==> src/sv/euler_rotation_matrix_defines.svh <==
// ============================================================================
// Euler rotation matrix assertion macros
// Shared assertion forms used by the pipeline modules.
// ============================================================================
`ifndef EULER_ROTATION_MATRIX_DEFINES_SVH
`define EULER_ROTATION_MATRIX_DEFINES_SVH

// Assert a property that is checked on every rising clock edge outside reset.
`define ERM_ASSERT(label, prop, msg) \
  label: assert property (@(posedge clk_i) disable iff (!rst_ni) (prop)) else $error(msg);

// Assert that one condition implies another in the next cycle.
`define ERM_ASSERT_NEXT(label, a, b, msg) \
  label: assert property (@(posedge clk_i) disable iff (!rst_ni) (a) |=> (b)) \
    else $error(msg);

`endif

==> src/sv/erm_pkg.sv <==
// ============================================================================
// Euler rotation matrix package
// Shared widths, constants, types and helper functions.
// ============================================================================
package erm_pkg;

  localparam int AngleWidth  = 16;
  localparam int OutFracBits = 14;
  localparam int OutWidth    = OutFracBits + 2;
  localparam int CordicSteps = 16;
  localparam int AngFrac     = AngleWidth - 4;
  localparam int AngShift    = 30 - AngFrac;
  localparam int QW          = 40;
  localparam int OutShift    = 30 - OutFracBits;

  localparam logic signed [QW-1:0] TwoPi  = 40'sd6746518852;
  localparam logic signed [QW-1:0] Pi     = 40'sd3373259426;
  localparam logic signed [QW-1:0] HalfPi = 40'sd1686629713;
  localparam logic signed [QW-1:0] Gain   = 40'sd652032874;

  typedef logic signed [QW-1:0] q_t;

  typedef struct packed {
    q_t   x;
    q_t   y;
    q_t   z;
    logic neg;
  } cordic_t;

  typedef struct packed {
    q_t sx;
    q_t cx;
    q_t sy;
    q_t cy;
    q_t sz;
    q_t cz;
  } trig_t;

  function automatic q_t atan_q30(input int i);
    logic [31:0] t;
    case (i)
      0: t = 32'h3243F6A8;  1: t = 32'h1DAC6705;  2: t = 32'h0FADBAFC;
      3: t = 32'h07F56EA6;  4: t = 32'h03FEAB76;  5: t = 32'h01FFD55B;
      6: t = 32'h00FFFAAA;  7: t = 32'h007FFF55;  8: t = 32'h003FFFEA;
      9: t = 32'h001FFFFD; 10: t = 32'h000FFFFF; 11: t = 32'h0007FFFF;
      12: t = 32'h0003FFFF; 13: t = 32'h0001FFFF; 14: t = 32'h0000FFFF;
      15: t = 32'h00007FFF; 16: t = 32'h00003FFF; 17: t = 32'h00001FFF;
      18: t = 32'h00000FFF; 19: t = 32'h000007FF; 20: t = 32'h000003FF;
      21: t = 32'h000001FF; 22: t = 32'h000000FF; 23: t = 32'h0000007F;
      24: t = 32'h0000003F; 25: t = 32'h0000001F; 26: t = 32'h0000000F;
      27: t = 32'h00000008; 28: t = 32'h00000004; 29: t = 32'h00000002;
      30: t = 32'h00000001;
      default: t = 32'h00000000;
    endcase
    return q_t'({8'd0, t});
  endfunction

  // Both factors stay within plus or minus 2.0 in Q2.30, so 32 bits carry them.
  function automatic q_t mul30(input q_t a, input q_t b);
    logic signed [31:0] a32, b32;
    logic signed [63:0] p;
    a32 = a[31:0];
    b32 = b[31:0];
    p = 64'(a32) * 64'(b32) + 64'sd536870912;
    return q_t'(p >>> 30);
  endfunction

  function automatic logic [OutWidth-1:0] out_of(input q_t v);
    q_t r;
    r = (v + (q_t'(1) <<< (OutShift - 1))) >>> OutShift;
    if (r > (q_t'(1) <<< OutFracBits)) begin
      r = q_t'(1) <<< OutFracBits;
    end
    if (r < -(q_t'(1) <<< OutFracBits)) begin
      r = -(q_t'(1) <<< OutFracBits);
    end
    return r[OutWidth-1:0];
  endfunction

endpackage

==> src/sv/erm_cordic_cell.sv <==
// ============================================================================
// Euler rotation matrix CORDIC cell
// One micro-rotation of the CORDIC chain for the three angles in flight.
// ============================================================================
module erm_cordic_cell (
  input  logic                clk_i,
  input  logic                en_i,
  input  logic [4:0]          step_i,
  input  erm_pkg::cordic_t    a_i,
  input  erm_pkg::cordic_t    b_i,
  input  erm_pkg::cordic_t    c_i,
  output erm_pkg::cordic_t    a_o,
  output erm_pkg::cordic_t    b_o,
  output erm_pkg::cordic_t    c_o
);

  erm_pkg::cordic_t a_d, b_d, c_d;
  erm_pkg::cordic_t a_q, b_q, c_q;

  function automatic erm_pkg::cordic_t rot(input erm_pkg::cordic_t v, input logic [4:0] s);
    erm_pkg::cordic_t r;
    erm_pkg::q_t      dx, dy, at;
    dx = v.y >>> s;
    dy = v.x >>> s;
    at = erm_pkg::atan_q30(int'(s));
    r  = v;
    if (!v.z[erm_pkg::QW-1]) begin
      r.x = v.x - dx;
      r.y = v.y + dy;
      r.z = v.z - at;
    end else begin
      r.x = v.x + dx;
      r.y = v.y - dy;
      r.z = v.z + at;
    end
    return r;
  endfunction

  assign a_d = rot(a_i, step_i);
  assign b_d = rot(b_i, step_i);
  assign c_d = rot(c_i, step_i);

  always_ff @(posedge clk_i) begin
    if (en_i) begin
      a_q <= a_d;
      b_q <= b_d;
      c_q <= c_d;
    end
  end

  assign a_o = a_q;
  assign b_o = b_q;
  assign c_o = c_q;

endmodule

==> config.mk <==
export PLATFORM = sky130hd
export DESIGN_NAME = erm_cordic_cell
export DESIGN_NICKNAME = d
export VERILOG_FILES = /design/src/sv/euler_rotation_matrix_defines.svh /design/src/sv/erm_pkg.sv /design/src/sv/erm_cordic_cell.sv
export SDC_FILE = /design/constraint.sdc
export NUM_CORES = 2
export LEC_CHECK = 0
export BUFFER_PORTS_ARGS = -buffer_cell sky130_fd_sc_hd__clkbuf_2
export CAP_MARGIN = 10
export CORE_MARGIN = 2
export CORE_UTILIZATION = 45
export CTS_BUF_LIST = sky130_fd_sc_hd__clkbuf_16
export CTS_CLUSTER_DIAMETER = 120
export DETAILED_ROUTE_END_ITERATION = 8
export PLACE_DENSITY = 0.76
export SETUP_SLACK_MARGIN = 0.05
export SLEW_MARGIN = 40
export SYNTH_ARGS = -nofsm -noshare
export SYNTH_HDL_FRONTEND = slang
export SYNTH_SLANG_ARGS = --single-unit
==> constraint.sdc <==
create_clock -name clk_i -period 8.7 [get_ports clk_i]
set_input_delay 0.87 -clock clk_i [delete_from_list [all_inputs] [get_ports clk_i]]
set_output_delay 0.87 -clock clk_i [all_outputs]
set_load 0.02 [all_outputs]
---- Yosys cells after proc, flatten, opt, wreduce, memory -nomap -nowiden ----
Memory sizes are Yosys's and may differ from the RTL's.
Cells that the tools add are included.
word-level totals
  bits in registers ....................... 363
  latch bits .............................. 0
  bits in writable memories ............... 0
  bits in read-only memories .............. 2880
  input port bits ......................... 370
  output and inout port bits .............. 363
  memories ................................ 3
memories
  name              words  bits a word  read ports  clocked after memory_dff  write ports  line           source
  (name not given)  32     30           1           0                         0            erm_pkg.sv:41  case (i)
  (name not given)  32     30           1           0                         0            erm_pkg.sv:41
  (name not given)  32     30           1           0                         0            erm_pkg.sv:41
cells by class
  add/subtract/negate cells ............... 18
  multipliers ............................. 0
  divide/modulo/power cells ............... 0
  $lt $le $gt $ge ......................... 0
  eq/ne operators ......................... 0
  shift-type cells ........................ 6
  muxes and demuxes ....................... 3
  bitwise logic cells ..................... 0
  reductions and logical operators ........ 0
operators with widths
  cell              number
  $mux W120         3
  $add A40 B40 Y40  6
  $sshr A40 B5 Y40  6
  $sub A40 B40 Y40  6
  $add A40 B33 Y40  3
  $sub A40 B33 Y40  3

---- Depth between registers and ports, before layout ----
  word-level depth ........................ 3
  gate-level depth with buffers ........... 36
  depth with buffers taken out ............ 26

---- Worst setup path after synthesis ----
OpenSTA, ideal clock, no wires.
  kind .................................... input -> register
  start ................................... input port step_i[1]
  end ..................................... register a_q, in the netlist a_o[40], data pin
  arrival time ............................ 8.175 ns
  setup slack ............................. 0.265 ns
  stages .................................. 33
  path buffers ............................ 10
  path through ............................ buf_2 -> inv_1 -> buf_4 -> buf_4 -> buf_4 -> buf_4 -> buf_1 -> buf_2 -> buf_2 -> ha_1 -> clkbuf_1 -> nor2b_1 -> a21oi_1 -> o22ai_1 -> and3_1 -> nand3_1 -> nor2_1 -> clkbuf_1 -> nor2_1 -> mux2_2 -> ha_1 -> and4_1 -> nand4_1 -> or4b_2 -> o211ai_1 -> a41oi_1 -> o2bb2ai_1 -> o31ai_1 -> a21oi_1 -> a211o_1 -> a21bo_2 -> a21oi_1 -> xnor2_1
RTL lines
  what                  line                   source
  from (decl)           erm_cordic_cell.sv:8   input logic [4:0] step_i,
  to (signal assigned)  erm_cordic_cell.sv:45  a_q <= a_d;
  to (decl)             erm_cordic_cell.sv:18  erm_pkg::cordic_t a_q, b_q, c_q;

==> flow_metrics.env <==
export IMPL_yosys_area_top_type_share=0.210
export IMPL_hold_viol_final=0
export IMPL_postCtsSetupBuffers=0
export IMPL_grt_pass1_vias=48577
export IMPL_intPower_w=0.00598
export IMPL_crit_type="primary input to flop"
export IMPL_wl_per_cell_um=27.5
export IMPL_holdPathStages=1
export IMPL_tightestPinTransition_ns=0.905
export IMPL_crit_chain="buf_8 -> buf_4 -> mux4_1 -> mux2_2 -> mux2i_1 -> mux2_2 -> and4_1 -> nand3_1 -> or2_2 -> inv_1 -> a21oi_1 -> xor2_1 -> ha_1 -> a21oi_1 -> o21bai_1 -> a21o_1 -> a221o_1 -> o211ai_1 -> a31oi_1 -> o31ai_1 -> a21oi_1 -> o211ai_1 -> or4b_2 -> o311ai_0"
export IMPL_yosys_area_top_type="edfxtp_1"
export IMPL_grt_pass1_wl_um=312000
export IMPL_async_flop_share=0
export IMPL_p_seq_frac=0.259
export IMPL_m1WireLength_um=82500
export IMPL_htree_num_levels=2
export IMPL_port_buffers=732
export IMPL_ys_ff_latch=363
export IMPL_synth_area_top_cells="edfxtp_1, mux4_2, ha_1"
export IMPL_cellLeakagePower_nw=24.9
export IMPL_status="complete, no violations"
export IMPL_wl_met2_um=96500
export IMPL_fp_dieW_um=343
export IMPL_antenna_found_initial=35
export IMPL_fin_crit_sh=0.873
export IMPL_place_area_um2=56900
export IMPL_drive_gt1_frac=0.222
export IMPL_wl_um=216000
export IMPL_crit_top_cell="a21oi_1"
export IMPL_peakVddDrop_v=0.000169
export IMPL_tns_ns=0
export IMPL_swShare=0.439
export IMPL_finalCriticalPeriod_ns=7.60
export IMPL_clkTransAtPathRegs_ns=0.06
export IMPL_cp_slowest_cell="mux4_1"
export IMPL_syn_cell_area_um2=51800
export IMPL_postCtsHoldBufs=0
export IMPL_crit_family="compound AO/OA/AOI/OAI gates"
export IMPL_num_nets_final=7022
export IMPL_die_y_um=343
export IMPL_io_pins=733
export IMPL_cts_root_buf="clkbuf_16"
export IMPL_worst_setup_path_start_kind="primary input"
export IMPL_rows=124
export IMPL_gr_usage_all_layers=0.349
export IMPL_cts_buffers=45
export IMPL_synth_common_cells="nor2_1, nand2_1, a21oi_1"
export IMPL_p_switching_w=0.00467
export IMPL_grt_max_degree=147
export IMPL_combPwrFrac=0.555
export IMPL_fp_dieArea_um2=118000
export IMPL_vias=51849
export IMPL_post_cts_resize_count=0
export IMPL_cts_tree="done"
export IMPL_wl_met3_um=23000
export IMPL_clockPowerShare=0.186
export IMPL_rsz0062_at_grt="false"
export IMPL_cp_max_fo=44
export IMPL_cp_startpoint="step_i[0]"
export IMPL_grt_overflow=0
export IMPL_finalMaxSlewViolations=0
export IMPL_core_area_um2=114000
export IMPL_crit_cells=24
export IMPL_slew_headroom=0.394
export IMPL_ant_nets=0
export IMPL_worstPathRequired_ns=9.11
export IMPL_route_top_layer_used="met5"
export IMPL_synth_edf_count=363
export IMPL_syn_to_final_growth_pct=13.0
export IMPL_fmax_ghz=0.132
export IMPL_synth_cell_types=101
export IMPL_cp_slowest_stage_delay_ns=0.75
export IMPL_end_kind="flop"
export IMPL_synth_most_common_cell="nor2_1"
export IMPL_clock_path_buffers=3
export IMPL_num_fill_cells=10689
export IMPL_initial_core_util=0.453
export IMPL_first_iter_violations=6118
export IMPL_dpl_hpwl_um=168000
export IMPL_drt_pass1_iter_count=6
export IMPL_min_path_type="primary input to flop"
export IMPL_drv_cap=0
export IMPL_vias_per_cell=6.61
export IMPL_syn_inst=5698
export IMPL_arrival_ns=8.00
export IMPL_design_area_um2=58600
export IMPL_synthesis_nets=6455
export IMPL_cp_endpoint="a_o[74]"
export IMPL_cts_sinks=363
export IMPL_yosysSeqAreaShare=0.210
export IMPL_ys_flop_type="edfxtp_1"
export IMPL_drc=0
export IMPL_setup_viol=0
export IMPL_powerDensity_nw_per_um2=182
export IMPL_gp_congestion=1.04
export IMPL_syn_avg_cell_area_um2=9.10
export IMPL_yosysWarningCount=0
export IMPL_path_buf_inv=3
==> per-layer routing <==
| metal | track usage | up-vias |
|---|---|---|
| met1 | 0.447 | 24850 |
| li1 | - | 22952 |
| met3 | 0.0789 | 700 |
| met4 | 0.194 | 14 |
| met5 | 0 | - |
| met2 | 0.547 | 3333 |
==> sequential cells by signal, summed over array words and instances (netlist names) <==
| name | count |
|---|---|
| b_o | 121 |
| a_o | 121 |
| c_o | 121 |
==> stage by stage <==
stage | setup slack, ns | instances | hold slack (ns) | utilization | total power, W
after floorplan | 0.265 | 5698 | 0.969 | - | 0.00676
after global placement | 0.707 | 7728 | 1.05 | 0.497 | 0.00853
after detailed placement | 0.735 | 7728 | 1.06 | 0.497 | 0.00857
after CTS | 1.34 | 7811 | 0.380 | 0.511 | 0.0106
after global routing | 0.624 | 7839 | 0.397 | 0.512 | 0.0112
final | 1.10 | 7844 | 0.418 | 0.512 | 0.0107
==> cell usage in the layout, fill, tap and decap left out, types with 62 or more instances in the layout <==
cell type	count
xor2_1	191
nor2b_1	66
xnor2_1	348
a31oi_1	103
o22ai_1	62
nor3_1	79
edfxtp_1	363
clkbuf_2	723
nor2_1	507
and3_1	63
o21ai_0	289
buf_4	103
inv_1	145
ha_1	378
a21o_1	198
o21a_1	71
nand3_1	84
mux4_2	256
mux2_2	135
nand2_1	497
mux2i_1	249
a21oi_1	451
==> how the worst min path moves through the flow <==
| stage | endpoint | slack [ns] | startpoint |
|---|---|---|---|
| after floorplan | a_o[0] | 0.97 | a_i[0] |
| after global placement | a_o[0] | 1.05 | a_i[0] |
| after detailed placement | a_o[0] | 1.06 | a_i[0] |
| after CTS | a_o[0] | 0.38 | a_i[0] |
| after global routing | a_o[0] | 0.40 | a_i[0] |
| final | a_o[0] | 0.42 | a_i[0] |
==> power groups by stage <==
stage / Clock [W] / Sequential (W) / Combinational (W)
2_1_floorplan: 0 / 0.00336 / 0.00339
3_3_place_gp: 0 / 0.00279 / 0.00574
3_5_place_dp: 0 / 0.00279 / 0.00578
4_1_cts: 0.00202 / 0.00276 / 0.00582
5_1_grt: 0.00208 / 0.00280 / 0.00634
6_report: 0.00198 / 0.00276 / 0.00591
==> area by class of cell <==
cell class | instances | area (um2) | share of cell area
repair buffers | 847 | 4780 | 0.0816
well taps | 1512 | 1890 | 0.0323
multi-input cells | 4861 | 38800 | 0.663
diodes | 31 | 77.6 | 0.00132
flip-flops and latches | 363 | 10900 | 0.186
inverters | 147 | 563 | 0.00961
clock buffers | 45 | 1130 | 0.0192
clock inverters | 38 | 415 | 0.00709
==> logic make-up after synthesis <==
family | Yosys count | share of synthesized area
DFF | 363 | 0.210
xor gates and xnor gates | 539 | 0.0911
AOI/OAI and AO/OA | 1669 | 0.210
muxes | 681 | 0.209
and+or+nand+nor | 1585 | 0.143
adders and majority gates | 387 | 0.0947
buffers and inverters | 474 | 0.0424
Note: power is estimated with default switching activity, not from simulation.
